## src/rtl/core/lfpc_pkg.sv

```systemverilog
`timescale 1ns / 1ps
// Shared types, constants and the control-store program of the line follower core.
// No dependencies; every other file imports this package.
package lfpc_pkg;

  localparam int unsigned SENSOR_COUNT_DEF = 8;
  localparam int unsigned SAMPLE_W         = 8;
  localparam int unsigned JUNCTION_COUNT   = 6;
  localparam int unsigned ERR_W            = 11;
  localparam int unsigned ERR_LIMIT        = 1023;
  localparam int unsigned INTEG_W          = 24;
  localparam int unsigned GAIN_W           = 16;
  localparam int unsigned SPEED_W          = 8;
  localparam int unsigned FRAC_W           = 16;
  localparam int unsigned ACC_W            = 42;
  localparam int unsigned CORR_W           = ACC_W - FRAC_W;
  localparam int unsigned CFG_IDX_W        = 3;
  localparam int unsigned CFG_DATA_W       = 16;
  localparam int unsigned UPC_W            = 4;
  localparam int unsigned TDATA_W          = 32;
  localparam int unsigned TUSER_W          = 2;

  localparam logic [GAIN_W-1:0]  GAIN_P_RST      = 16'd3840;
  localparam logic [GAIN_W-1:0]  GAIN_I_RST      = 16'd0;
  localparam logic [GAIN_W-1:0]  GAIN_D_RST      = 16'd1280;
  localparam logic [SPEED_W-1:0] BASE_SPEED_RST  = 8'd130;
  localparam logic [SPEED_W-1:0] MIN_SPEED_RST   = 8'd100;
  localparam logic [SPEED_W-1:0] MAX_SPEED_RST   = 8'd180;
  localparam logic [SPEED_W-1:0] PIVOT_SPEED_RST = 8'd130;

  typedef enum logic [CFG_IDX_W-1:0] {
    REG_GAIN_P      = 3'd0,
    REG_GAIN_I      = 3'd1,
    REG_GAIN_D      = 3'd2,
    REG_BASE_SPEED  = 3'd3,
    REG_MIN_SPEED   = 3'd4,
    REG_MAX_SPEED   = 3'd5,
    REG_PIVOT_SPEED = 3'd6,
    REG_ACTIVE_HIGH = 3'd7
  } cfg_reg_e;

  typedef enum logic [TUSER_W-1:0] {
    ST_FOLLOW   = 2'd0,
    ST_SEARCH   = 2'd1,
    ST_JUNCTION = 2'd2,
    ST_HALTED   = 2'd3
  } drive_status_e;

  typedef enum logic [3:0] {
    UOP_NONE,
    UOP_CLASSIFY,
    UOP_DIV,
    UOP_ERR,
    UOP_MAC_P,
    UOP_MAC_I,
    UOP_MAC_D,
    UOP_CORR,
    UOP_OUT_FOLLOW,
    UOP_OUT_HALT,
    UOP_OUT_PIVOT,
    UOP_OUT_JUNCTION
  } uop_e;

  typedef enum logic [2:0] {
    COND_NEVER,
    COND_HALTED,
    COND_NO_LINE,
    COND_JUNCTION,
    COND_DIV_MORE
  } cond_e;

  typedef struct packed {
    uop_e             op;
    cond_e            cond;
    logic [UPC_W-1:0] target;
    logic             last;
  } ucode_t;

  typedef struct packed {
    uop_e op;
    logic en;
  } ctl_t;

  typedef struct packed {
    logic halted;
    logic no_line;
    logic junction;
    logic div_more;
  } stat_t;

  typedef struct packed {
    logic [GAIN_W-1:0]  gain_p;
    logic [GAIN_W-1:0]  gain_i;
    logic [GAIN_W-1:0]  gain_d;
    logic [SPEED_W-1:0] base_speed;
    logic [SPEED_W-1:0] min_speed;
    logic [SPEED_W-1:0] max_speed;
    logic [SPEED_W-1:0] pivot_speed;
    logic               active_high;
  } cfg_t;

  typedef struct packed {
    logic                    left_forward;
    logic [SPEED_W-1:0]      left_duty;
    logic                    right_forward;
    logic [SPEED_W-1:0]      right_duty;
    drive_status_e           status;
    logic signed [ERR_W-1:0] line_error;
  } result_t;

  localparam logic [UPC_W-1:0] UA_CLASSIFY   = 4'd0;
  localparam logic [UPC_W-1:0] UA_HALT_TEST  = 4'd1;
  localparam logic [UPC_W-1:0] UA_LINE_TEST  = 4'd2;
  localparam logic [UPC_W-1:0] UA_JUNC_TEST  = 4'd3;
  localparam logic [UPC_W-1:0] UA_DIV        = 4'd4;
  localparam logic [UPC_W-1:0] UA_ERR        = 4'd5;
  localparam logic [UPC_W-1:0] UA_MAC_P      = 4'd6;
  localparam logic [UPC_W-1:0] UA_MAC_I      = 4'd7;
  localparam logic [UPC_W-1:0] UA_MAC_D      = 4'd8;
  localparam logic [UPC_W-1:0] UA_CORR       = 4'd9;
  localparam logic [UPC_W-1:0] UA_OUT_FOLLOW = 4'd10;
  localparam logic [UPC_W-1:0] UA_OUT_HALT   = 4'd11;
  localparam logic [UPC_W-1:0] UA_OUT_PIVOT  = 4'd12;
  localparam logic [UPC_W-1:0] UA_OUT_JUNC   = 4'd13;

  function automatic ucode_t ucode_rom(input logic [UPC_W-1:0] addr);
    ucode_t w;
    unique case (addr)
      UA_CLASSIFY:   w = '{UOP_CLASSIFY,     COND_NEVER,    UA_CLASSIFY,  1'b0};
      UA_HALT_TEST:  w = '{UOP_NONE,         COND_HALTED,   UA_OUT_HALT,  1'b0};
      UA_LINE_TEST:  w = '{UOP_NONE,         COND_NO_LINE,  UA_OUT_PIVOT, 1'b0};
      UA_JUNC_TEST:  w = '{UOP_NONE,         COND_JUNCTION, UA_OUT_JUNC,  1'b0};
      UA_DIV:        w = '{UOP_DIV,          COND_DIV_MORE, UA_DIV,       1'b0};
      UA_ERR:        w = '{UOP_ERR,          COND_NEVER,    UA_CLASSIFY,  1'b0};
      UA_MAC_P:      w = '{UOP_MAC_P,        COND_NEVER,    UA_CLASSIFY,  1'b0};
      UA_MAC_I:      w = '{UOP_MAC_I,        COND_NEVER,    UA_CLASSIFY,  1'b0};
      UA_MAC_D:      w = '{UOP_MAC_D,        COND_NEVER,    UA_CLASSIFY,  1'b0};
      UA_CORR:       w = '{UOP_CORR,         COND_NEVER,    UA_CLASSIFY,  1'b0};
      UA_OUT_FOLLOW: w = '{UOP_OUT_FOLLOW,   COND_NEVER,    UA_CLASSIFY,  1'b1};
      UA_OUT_HALT:   w = '{UOP_OUT_HALT,     COND_NEVER,    UA_CLASSIFY,  1'b1};
      UA_OUT_PIVOT:  w = '{UOP_OUT_PIVOT,    COND_NEVER,    UA_CLASSIFY,  1'b1};
      UA_OUT_JUNC:   w = '{UOP_OUT_JUNCTION, COND_NEVER,    UA_CLASSIFY,  1'b1};
      default:       w = '{UOP_NONE,         COND_NEVER,    UA_CLASSIFY,  1'b1};
    endcase
    return w;
  endfunction

endpackage

```

## src/rtl/core/line_follower_pid_controller_core.sv

```systemverilog
`timescale 1ns / 1ps
// Line follower steering core: one sensor word in, one motor command word out.
// Depends on lfpc_pkg, lfpc_useq, lfpc_datapath.
//
// Each sensor word runs through a short microprogram, one step per cycle except that the last
// step waits while the output register holds an untaken word. The core takes no new word
// until it has handed its result to the output register. The divider retires two quotient
// bits per cycle over the magnitude of the weighted sensor sum. A lost line, a junction and
// every word after a junction skip the divider and the PID steps. Configuration writes are
// always accepted and take effect on the next word only if made while the core is idle; the
// core itself does not enforce this.
module line_follower_pid_controller_core #(
  parameter int unsigned SENSOR_COUNT = lfpc_pkg::SENSOR_COUNT_DEF
) (
  input  logic                            clk_i,
  input  logic                            rst_ni,
  input  logic                            cfg_valid_i,
  output logic                            cfg_ready_o,
  input  logic [lfpc_pkg::CFG_IDX_W-1:0]  cfg_index_i,
  input  logic [lfpc_pkg::CFG_DATA_W-1:0] cfg_data_i,
  input  logic                            s_axis_tvalid_i,
  output logic                            s_axis_tready_o,
  // [7:0] sensor_bits
  input  logic [lfpc_pkg::SAMPLE_W-1:0]   s_axis_tdata_i,
  output logic                            m_axis_tvalid_o,
  input  logic                            m_axis_tready_i,
  // [0] left_forward, [8:1] left_duty, [9] right_forward, [17:10] right_duty,
  // [28:18] line_error, [31:29] zero
  output logic [lfpc_pkg::TDATA_W-1:0]    m_axis_tdata_o,
  // [1:0] drive_status
  output logic [lfpc_pkg::TUSER_W-1:0]    m_axis_tuser_o
);
  import lfpc_pkg::*;

  cfg_t    cfg_q;
  ctl_t    ctl;
  stat_t   stat;
  result_t res;
  result_t res_q;
  logic    m_valid_q;
  logic    start;
  logic    emit;
  logic    busy;
  logic    out_free;

  assign cfg_ready_o     = 1'b1;
  assign s_axis_tready_o = ~busy;
  assign start           = s_axis_tvalid_i & ~busy;
  assign out_free        = ~m_valid_q | m_axis_tready_i;

  always_ff @(posedge clk_i or negedge rst_ni) begin
    if (!rst_ni) begin
      cfg_q <= '{GAIN_P_RST, GAIN_I_RST, GAIN_D_RST, BASE_SPEED_RST,
                 MIN_SPEED_RST, MAX_SPEED_RST, PIVOT_SPEED_RST, 1'b0};
    end else if (cfg_valid_i) begin
      unique case (cfg_reg_e'(cfg_index_i))
        REG_GAIN_P:      cfg_q.gain_p      <= cfg_data_i;
        REG_GAIN_I:      cfg_q.gain_i      <= cfg_data_i;
        REG_GAIN_D:      cfg_q.gain_d      <= cfg_data_i;
        REG_BASE_SPEED:  cfg_q.base_speed  <= cfg_data_i[SPEED_W-1:0];
        REG_MIN_SPEED:   cfg_q.min_speed   <= cfg_data_i[SPEED_W-1:0];
        REG_MAX_SPEED:   cfg_q.max_speed   <= cfg_data_i[SPEED_W-1:0];
        REG_PIVOT_SPEED: cfg_q.pivot_speed <= cfg_data_i[SPEED_W-1:0];
        REG_ACTIVE_HIGH: cfg_q.active_high <= cfg_data_i[0];
      endcase
    end
  end

  lfpc_useq u_useq (
    .clk_i      (clk_i),
    .rst_ni     (rst_ni),
    .start_i    (start),
    .out_free_i (out_free),
    .stat_i     (stat),
    .ctl_o      (ctl),
    .emit_o     (emit),
    .busy_o     (busy)
  );

  lfpc_datapath #(
    .SENSOR_COUNT (SENSOR_COUNT)
  ) u_datapath (
    .clk_i    (clk_i),
    .rst_ni   (rst_ni),
    .load_i   (start),
    .sample_i (s_axis_tdata_i),
    .cfg_i    (cfg_q),
    .ctl_i    (ctl),
    .stat_o   (stat),
    .result_o (res)
  );

  // hold the result word until taken
  always_ff @(posedge clk_i or negedge rst_ni) begin
    if (!rst_ni) begin
      m_valid_q <= 1'b0;
    end else if (emit) begin
      m_valid_q <= 1'b1;
    end else if (m_axis_tready_i) begin
      m_valid_q <= 1'b0;
    end
  end

  always_ff @(posedge clk_i) begin
    if (emit) begin
      res_q <= res;
    end
  end

  assign m_axis_tvalid_o = m_valid_q;
  assign m_axis_tdata_o  = {3'b000, res_q.line_error, res_q.right_duty, res_q.right_forward,
                            res_q.left_duty, res_q.left_forward};
  assign m_axis_tuser_o  = res_q.status;

endmodule

```

## src/rtl/core/lfpc_useq.sv

```systemverilog
`timescale 1ns / 1ps
// Microsequencer: step counter over the control store, conditional jumps, end-of-program handoff.
// Depends on lfpc_pkg.
module lfpc_useq (
  input  logic            clk_i,
  input  logic            rst_ni,
  input  logic            start_i,
  input  logic            out_free_i,
  input  lfpc_pkg::stat_t stat_i,
  output lfpc_pkg::ctl_t  ctl_o,
  output logic            emit_o,
  output logic            busy_o
);
  import lfpc_pkg::*;

  ucode_t           word;
  logic             cond_hit;
  logic             hold;
  logic [UPC_W-1:0] upc_d, upc_q;
  logic             busy_d, busy_q;

  always_comb begin
    word = ucode_rom(upc_q);
    unique case (word.cond)
      COND_HALTED:   cond_hit = stat_i.halted;
      COND_NO_LINE:  cond_hit = stat_i.no_line;
      COND_JUNCTION: cond_hit = stat_i.junction;
      COND_DIV_MORE: cond_hit = stat_i.div_more;
      default:       cond_hit = 1'b0;
    endcase
  end

  assign hold      = word.last & ~out_free_i;
  assign ctl_o.op  = word.op;
  assign ctl_o.en  = busy_q & ~hold;
  assign emit_o    = busy_q & word.last & out_free_i;
  assign busy_o    = busy_q;

  always_comb begin
    upc_d  = upc_q;
    busy_d = busy_q;
    priority if (!busy_q) begin
      if (start_i) begin
        busy_d = 1'b1;
        upc_d  = UA_CLASSIFY;
      end
    end else if (word.last) begin
      if (out_free_i) begin
        busy_d = 1'b0;
      end
    end else if (cond_hit) begin
      upc_d = word.target;
    end else begin
      upc_d = upc_q + UPC_W'(1);
    end
  end

  always_ff @(posedge clk_i or negedge rst_ni) begin
    if (!rst_ni) begin
      upc_q  <= UA_CLASSIFY;
      busy_q <= 1'b0;
    end else begin
      upc_q  <= upc_d;
      busy_q <= busy_d;
    end
  end

endmodule

```

## src/rtl/core/lfpc_datapath.sv

```systemverilog
`timescale 1ns / 1ps
// Datapath: sensor decode, radix-4 divider, shared multiplier-accumulator, clamp and result build.
// Depends on lfpc_pkg; driven one micro-op per cycle by lfpc_useq unless the output stalls it.
module lfpc_datapath #(
  parameter int unsigned SENSOR_COUNT = lfpc_pkg::SENSOR_COUNT_DEF
) (
  input  logic                           clk_i,
  input  logic                           rst_ni,
  input  logic                           load_i,
  input  logic [lfpc_pkg::SAMPLE_W-1:0]  sample_i,
  input  lfpc_pkg::cfg_t                 cfg_i,
  input  lfpc_pkg::ctl_t                 ctl_i,
  output lfpc_pkg::stat_t                stat_o,
  output lfpc_pkg::result_t              result_o
);
  import lfpc_pkg::*;

  localparam int unsigned ACT_W     = $clog2(SENSOR_COUNT + 1);
  localparam int unsigned SUM_W     = $clog2(SENSOR_COUNT * SENSOR_COUNT * 128 + 1) + 1;
  localparam int unsigned MAG_W     = SUM_W - 1;
  localparam int unsigned DIV_STEPS = (MAG_W + 1) / 2;
  localparam int unsigned DQ_W      = 2 * DIV_STEPS;
  localparam int unsigned CNT_W     = $clog2(DIV_STEPS);
  localparam int unsigned QX_W      = (DQ_W > ERR_W) ? DQ_W : ERR_W;
  localparam int unsigned USED_W    = (SENSOR_COUNT < SAMPLE_W) ? SENSOR_COUNT : SAMPLE_W;
  localparam int unsigned PROD_W    = GAIN_W + 1 + INTEG_W;
  localparam logic [ACC_W-1:0] ROUND_BIAS = ACC_W'((64'd1 << FRAC_W) - 64'd1);
  localparam logic signed [INTEG_W-1:0] INTEG_MAX = {1'b0, {(INTEG_W-1){1'b1}}};
  localparam logic signed [INTEG_W-1:0] INTEG_MIN = {1'b1, {(INTEG_W-1){1'b0}}};

  function automatic logic signed [SUM_W-1:0] weight(input int k);
    return SUM_W'((2 * k - (int'(SENSOR_COUNT) - 1)) * 128);
  endfunction

  function automatic logic [SPEED_W-1:0] clamp_speed(input logic signed [CORR_W:0] x,
                                                     input logic signed [CORR_W:0] lo,
                                                     input logic signed [CORR_W:0] hi);
    logic signed [CORR_W:0] y;
    priority if (x < lo) y = lo;
    else if (x > hi)     y = hi;
    else                 y = x;
    return y[SPEED_W-1:0];
  endfunction

  // payload
  logic [SAMPLE_W-1:0]       sample_q;
  logic [ACT_W-1:0]          act_q;
  logic                      neg_q;
  logic [ACT_W-1:0]          rem_q;
  logic [DQ_W-1:0]           dq_q;
  logic [CNT_W-1:0]          cnt_q;
  logic signed [ERR_W-1:0]   e_q;
  logic signed [ACC_W-1:0]   acc_q;
  logic [SPEED_W-1:0]        left_q, right_q;
  // architectural state
  logic signed [INTEG_W-1:0] integ_q;
  logic signed [ERR_W-1:0]   prev_q, last_q;
  logic                      halted_q;

  logic [SENSOR_COUNT-1:0]   raw, rev, bits;
  logic [ACT_W-1:0]          act_cnt;
  logic signed [SUM_W-1:0]   wsum, wabs;
  logic [ACT_W-1:0]          rem_d;
  logic [DQ_W-1:0]           dq_d;
  logic [ACT_W:0]            trial;
  logic [QX_W-1:0]           q_x;
  logic signed [ERR_W-1:0]   e_abs, e_new;
  logic signed [INTEG_W:0]   isum;
  logic signed [INTEG_W-1:0] integ_new;
  logic signed [ERR_W:0]     diff;
  logic signed [GAIN_W:0]    mul_a;
  logic signed [INTEG_W-1:0] mul_b;
  logic signed [PROD_W-1:0]  prod;
  logic [ACC_W-1:0]          acc_b;
  logic signed [CORR_W-1:0]  corr;
  logic signed [CORR_W:0]    base_x, min_x, max_x, lsum, rsum;
  logic                      right_turn;
  logic                      pivot_zero;

  // decode sample
  always_comb begin
    raw = '0;
    raw[USED_W-1:0] = sample_q[USED_W-1:0];
    for (int k = 0; k < SENSOR_COUNT; k++) begin
      rev[SENSOR_COUNT-1-k] = raw[k];
    end
    bits    = cfg_i.active_high ? rev : ~rev;
    act_cnt = '0;
    wsum    = '0;
    for (int k = 0; k < SENSOR_COUNT; k++) begin
      if (bits[k]) begin
        act_cnt = act_cnt + ACT_W'(1);
        wsum    = wsum + weight(k);
      end
    end
    wabs = wsum[SUM_W-1] ? -wsum : wsum;
  end

  // two restoring steps per cycle
  always_comb begin
    rem_d = rem_q;
    dq_d  = dq_q;
    trial = '0;
    for (int i = 0; i < 2; i++) begin
      trial = {rem_d, dq_d[DQ_W-1]};
      dq_d  = {dq_d[DQ_W-2:0], 1'b0};
      if (trial >= {1'b0, act_q}) begin
        rem_d   = ACT_W'(trial - {1'b0, act_q});
        dq_d[0] = 1'b1;
      end else begin
        rem_d = trial[ACT_W-1:0];
      end
    end
  end

  // error and integral
  always_comb begin
    q_x   = QX_W'(dq_q);
    e_abs = (q_x > QX_W'(ERR_LIMIT)) ? ERR_W'(ERR_LIMIT) : q_x[ERR_W-1:0];
    e_new = neg_q ? -e_abs : e_abs;
    isum  = $signed({integ_q[INTEG_W-1], integ_q}) + (INTEG_W+1)'(e_new);
    if (isum[INTEG_W] != isum[INTEG_W-1]) begin
      integ_new = isum[INTEG_W] ? INTEG_MIN : INTEG_MAX;
    end else begin
      integ_new = isum[INTEG_W-1:0];
    end
  end

  // shared multiplier
  always_comb begin
    diff = $signed({e_q[ERR_W-1], e_q}) - $signed({prev_q[ERR_W-1], prev_q});
    unique case (ctl_i.op)
      UOP_MAC_I: begin
        mul_a = $signed({1'b0, cfg_i.gain_i});
        mul_b = integ_q;
      end
      UOP_MAC_D: begin
        mul_a = $signed({1'b0, cfg_i.gain_d});
        mul_b = INTEG_W'(diff);
      end
      default: begin
        mul_a = $signed({1'b0, cfg_i.gain_p});
        mul_b = INTEG_W'(e_q);
      end
    endcase
    prod = mul_a * mul_b;
  end

  // correction and clamp
  always_comb begin
    acc_b  = acc_q + (acc_q[ACC_W-1] ? ROUND_BIAS : '0);
    corr   = acc_b[ACC_W-1:FRAC_W];
    base_x = $signed({{(CORR_W+1-SPEED_W){1'b0}}, cfg_i.base_speed});
    min_x  = $signed({{(CORR_W+1-SPEED_W){1'b0}}, cfg_i.min_speed});
    max_x  = $signed({{(CORR_W+1-SPEED_W){1'b0}}, cfg_i.max_speed});
    lsum   = base_x + (CORR_W+1)'(corr);
    rsum   = base_x - (CORR_W+1)'(corr);
  end

  always_ff @(posedge clk_i) begin
    if (load_i) begin
      sample_q <= sample_i;
    end
    if (ctl_i.en) begin
      unique case (ctl_i.op)
        UOP_CLASSIFY: begin
          act_q <= act_cnt;
          neg_q <= wsum[SUM_W-1];
          dq_q  <= DQ_W'(wabs[MAG_W-1:0]);
          rem_q <= '0;
          cnt_q <= '0;
        end
        UOP_DIV: begin
          dq_q  <= dq_d;
          rem_q <= rem_d;
          cnt_q <= cnt_q + CNT_W'(1);
        end
        UOP_ERR:   e_q   <= e_new;
        UOP_MAC_P: acc_q <= ACC_W'(prod);
        UOP_MAC_I: acc_q <= acc_q + ACC_W'(prod);
        UOP_MAC_D: acc_q <= acc_q + ACC_W'(prod);
        UOP_CORR: begin
          left_q  <= clamp_speed(lsum, min_x, max_x);
          right_q <= clamp_speed(rsum, min_x, max_x);
        end
        default: ;
      endcase
    end
  end

  always_ff @(posedge clk_i or negedge rst_ni) begin
    if (!rst_ni) begin
      integ_q  <= '0;
      prev_q   <= '0;
      last_q   <= '0;
      halted_q <= 1'b0;
    end else if (ctl_i.en) begin
      unique case (ctl_i.op)
        UOP_ERR: integ_q <= integ_new;
        UOP_CORR: begin
          prev_q <= e_q;
          last_q <= e_q;
        end
        UOP_OUT_PIVOT: begin
          integ_q <= '0;
          prev_q  <= '0;
        end
        UOP_OUT_JUNCTION: halted_q <= 1'b1;
        default: ;
      endcase
    end
  end

  assign stat_o.halted   = halted_q;
  assign stat_o.no_line  = (act_q == '0);
  assign stat_o.junction = (32'(act_q) >= JUNCTION_COUNT);
  assign stat_o.div_more = (cnt_q != CNT_W'(DIV_STEPS - 1));

  assign right_turn = (last_q > $signed(ERR_W'(0)));
  assign pivot_zero = (cfg_i.pivot_speed == '0);

  always_comb begin
    unique case (ctl_i.op)
      UOP_OUT_HALT: begin
        result_o = '{1'b1, '0, 1'b1, '0, ST_HALTED, '0};
      end
      UOP_OUT_JUNCTION: begin
        result_o = '{1'b1, '0, 1'b1, '0, ST_JUNCTION, '0};
      end
      UOP_OUT_PIVOT: begin
        result_o = '{right_turn ? 1'b1 : pivot_zero, cfg_i.pivot_speed,
                     right_turn ? pivot_zero : 1'b1, cfg_i.pivot_speed,
                     ST_SEARCH, '0};
      end
      default: begin
        result_o = '{1'b1, left_q, 1'b1, right_q, ST_FOLLOW, e_q};
      end
    endcase
  end

endmodule

```

## config.mk

```make
export PLATFORM = sky130hd
export DESIGN_NAME = line_follower_pid_controller_core
export DESIGN_NICKNAME = d
export VERILOG_FILES = /design/src/rtl/core/lfpc_pkg.sv /design/src/rtl/core/line_follower_pid_controller_core.sv /design/src/rtl/core/lfpc_useq.sv /design/src/rtl/core/lfpc_datapath.sv
export SDC_FILE = /design/constraint.sdc
export NUM_CORES = 2
export LEC_CHECK = 0
export BUFFER_PORTS_ARGS = -buffer_cell sky130_fd_sc_hd__buf_2
export CAP_MARGIN = 5
export CORE_MARGIN = 8
export CORE_UTILIZATION = 66
export CTS_CLUSTER_SIZE = 28
export DETAILED_ROUTE_END_ITERATION = 7
export PLACE_DENSITY = 0.83
export RECOVER_POWER = 50
export REMOVE_ABC_BUFFERS = 1
export SYNTH_ARGS = -nofsm -noshare
export SYNTH_HDL_FRONTEND = slang
export SYNTH_HIERARCHICAL = 1
export SYNTH_SLANG_ARGS = --single-unit
```

## constraint.sdc

```tcl
create_clock -name clk_i -period 15.8 [get_ports clk_i]
set_clock_uncertainty 0.2 [all_clocks]
set_input_delay 1.58 -clock clk_i [delete_from_list [all_inputs] [get_ports clk_i]]
set_output_delay 1.58 -clock clk_i [all_outputs]
set_load 0.01 [all_outputs]
```

==> run summary <==
Remaining antenna violation count after routing: 0
TritonCTS clock tree: yes
Final Non-Filler Cells: 4418
Most frequent cells in the layout: inv_1, fa_1, nand2_1
Vias: 27507
Hold Path End: u_datapath/prev_q[1]
Chip height: 244 um
CP max-delay cell: a221oi_1
EDFF count, synth: 134
Die width: 244 um
Drt initial violations: 2557
Wire length per cell: 21.0 um
Placed Cells: 4357
P&R area growth vs syn: 5.49%
# Post-CTS Setup Buffers: 0
Tmin final: 12.78 ns
Crit Path Class: reg -> reg
Distinct cells, synth: 109
Die area: 0.0594 mm2
# DRC: 0
Most frequent CP cell: inv_1
Run status: finished, violations left
Yosys warns: 6
Sequential element share of the synthesized area: 21.6%
WP data arrival: 12.86 ns
Total GRT Usage: 31.0%
Leading cell type in the layout, fill and taps excluded: inv_1
R2r startpoint: u_useq/upc_q[0]
Worst reg-to-reg setup slack: 3.02 ns
Violated checks: capacitance limit, slew limit
Synth area leader: fa_1
Core area: 0.0513 mm2
Routability cong.: 0.987
Synth Instances: 3716
Hold depth: 1
Reg2reg path depth: 44
CP startpoint kind: flop
DR pass1 iterations: 7
Clk Latency, worst-skew pair: 0.54 ns
RSZ-0062 raised after global routing: no
Vias in the first global route: 28003
Cell area after placement: 0.0351 mm2
First-pass GRT wire length: 149000 um
IO Port Bufs: 64
Pin slew with the least headroom to its limit: 4.02 ns
Setup-failing EPs final: 0
CTS max path bufs: 3
Post-Syn Area: 0.0342 mm2
Final worst-path cycle share: 80.9%
Vias per cell: 6.23
R2r endpoint: u_datapath/acc_q[34]
Relative slew slack: -168%
Initial Util: 66.7%
Setup TNS: 0 ns
Initial antenna violation count: 0
Worst hold start: u_datapath/prev_q[1]
Fraction of registers with async set/reset: 50.0%
Clock root buffer: clkbuf_16
Syn avg cell area: 9.21 um2
Largest net degree at the start of global routing: 78
Max_cap viols: 3
CP Capture Type: flop
Hold buffers post-CTS: 0
H-tree depth: 2
Fill count: 3942
Rows: 83
# IOs: 69
Type of the most critical hold path: reg -> reg
Final nets: 4407
CP max FO: 27
Leading register cell type out of synthesis: edfxtp_1
# clock sinks: 268
Max incr delay on CP: 1.22 ns
Worst Setup Slack, final: 3.02 ns
# diodes: 0
Clock slew at reported path FFs: 0.06 ns
CTS Buf Count: 34
Post-Route WL: 92800 um
Worst EP required: 15.88 ns
Share of cells above drive strength 1: 7.49%
Final Max Slew Viols: 171
Design Area, Final: 0.0361 mm2
Leading cell types by total area after synthesis: fa_1, edfxtp_1, ha_1, dfrtp_1, inv_1
Fin. Hold Viols: 0
Setup Slack @ Placement: 3.32 ns
Gr ovfl total: 0
Fmax: 78.2 MHz
Post_cts resized: 0
DP HPWL: 71800 um
Number of synthesized register bits: 268
Area share of the largest cell type after synthesis: 22.5%
==> layer usage <==
metal  up-vias  GRT usage (%)  routed length, um  share of wire (%)
met5         -              0                  0                  0
met1     13458           40.5              37000                 40
met4         0           11.8               3860                4.2
met2      1360           50.5              43000                 46
met3       274           6.63               8910                9.6
li1      12415              -                  -                  -
==> area by class of cell <==
| type | instances | area, um2 | share of cell area (%) |
|---|---|---|---|
| clock buffers | 47 | 952 | 2.64 |
| clock inverters | 14 | 131 | 0.364 |
| repair buffers | 98 | 514 | 1.42 |
| multi-input cells | 2736 | 24100 | 66.7 |
| inverters | 575 | 2160 | 5.98 |
| flip-flops and latches | 268 | 7400 | 20.5 |
| well taps | 680 | 851 | 2.36 |
==> stage by stage <==
step	hold WS [ns]	util [%]
floorplan	0.257	-
global placement	0.284	68.5
detailed placement	0.287	68.5
CTS	0.305	70.6
global route	0.320	70.4
finish	0.307	70.4
==> registers in the layout (all words and copies together), names as in the netlist <==
name	cells
u_datapath/integ_q	24
u_datapath/cnt_q	3
u_datapath/left_q	8
u_useq/upc_q	4
u_datapath/neg_q	1
u_datapath/act_q	4
cfg_q	81
m_axis_tuser_o	2
m_axis_tdata_o	29
u_useq/busy_o	1
u_datapath/dq_q	14
m_axis_tvalid_o	1
u_datapath/rem_q	4
u_datapath/right_q	8
u_datapath/prev_q	11
u_datapath/halted_q	1
u_datapath/last_q	11
u_datapath/acc_q	42
u_datapath/raw	8
u_datapath/e_q	11
==> synthesized netlist by cell type, types with 89 or more instances <==
master	number
nand2_1	365
clkbuf_1	104
mux2_2	89
fa_1	385
a21oi_1	164
ha_1	277
dfrtp_1	117
inv_1	575
nor2_1	348
o21ai_0	103
edfxtp_1	134
xnor2_1	125
==> kinds of logic after synthesis <==
logic type / count (synthesis) / share of synthesized area (%)
simple gates: 1084 / 14.9
buf+inv: 714 / 8.17
compound gates: 674 / 13.6
fa+ha+maj: 663 / 32.7
flops: 268 / 21.6
xor+xnor: 194 / 5.13
mux: 117 / 3.89
other cells: 2 / 0.0220
==> worst max-delay path, delay by kind of cell (launching register included) <==
family          cells  cell delay, ns
fa+ha+maj           9            4.17
compound gates     14            3.94
flops               1            0.59
simple gates       11            2.32
buf+inv             9            1.06
xor+xnor            1            0.21
==> worst max-delay path by stage <==
stage	start	end	slack, ns	depth (start not counted)
final	u_useq/upc_q[0]	u_datapath/acc_q[34]	3.02	44
after global routing	u_useq/upc_q[0]	u_datapath/acc_q[34]	2.30	44
after CTS	u_useq/upc_q[0]	u_datapath/acc_q[34]	3.27	44
after detailed placement	u_useq/upc_q[0]	u_datapath/acc_q[34]	3.32	44
after global placement	u_useq/upc_q[0]	u_datapath/acc_q[34]	3.60	44
after floorplan	u_useq/upc_q[0]	u_datapath/acc_q[34]	2.99	42
Power is left out: the tool's default activity adds up to more than one toggle a clock period on the data nets, which glitch-free logic cannot reach.
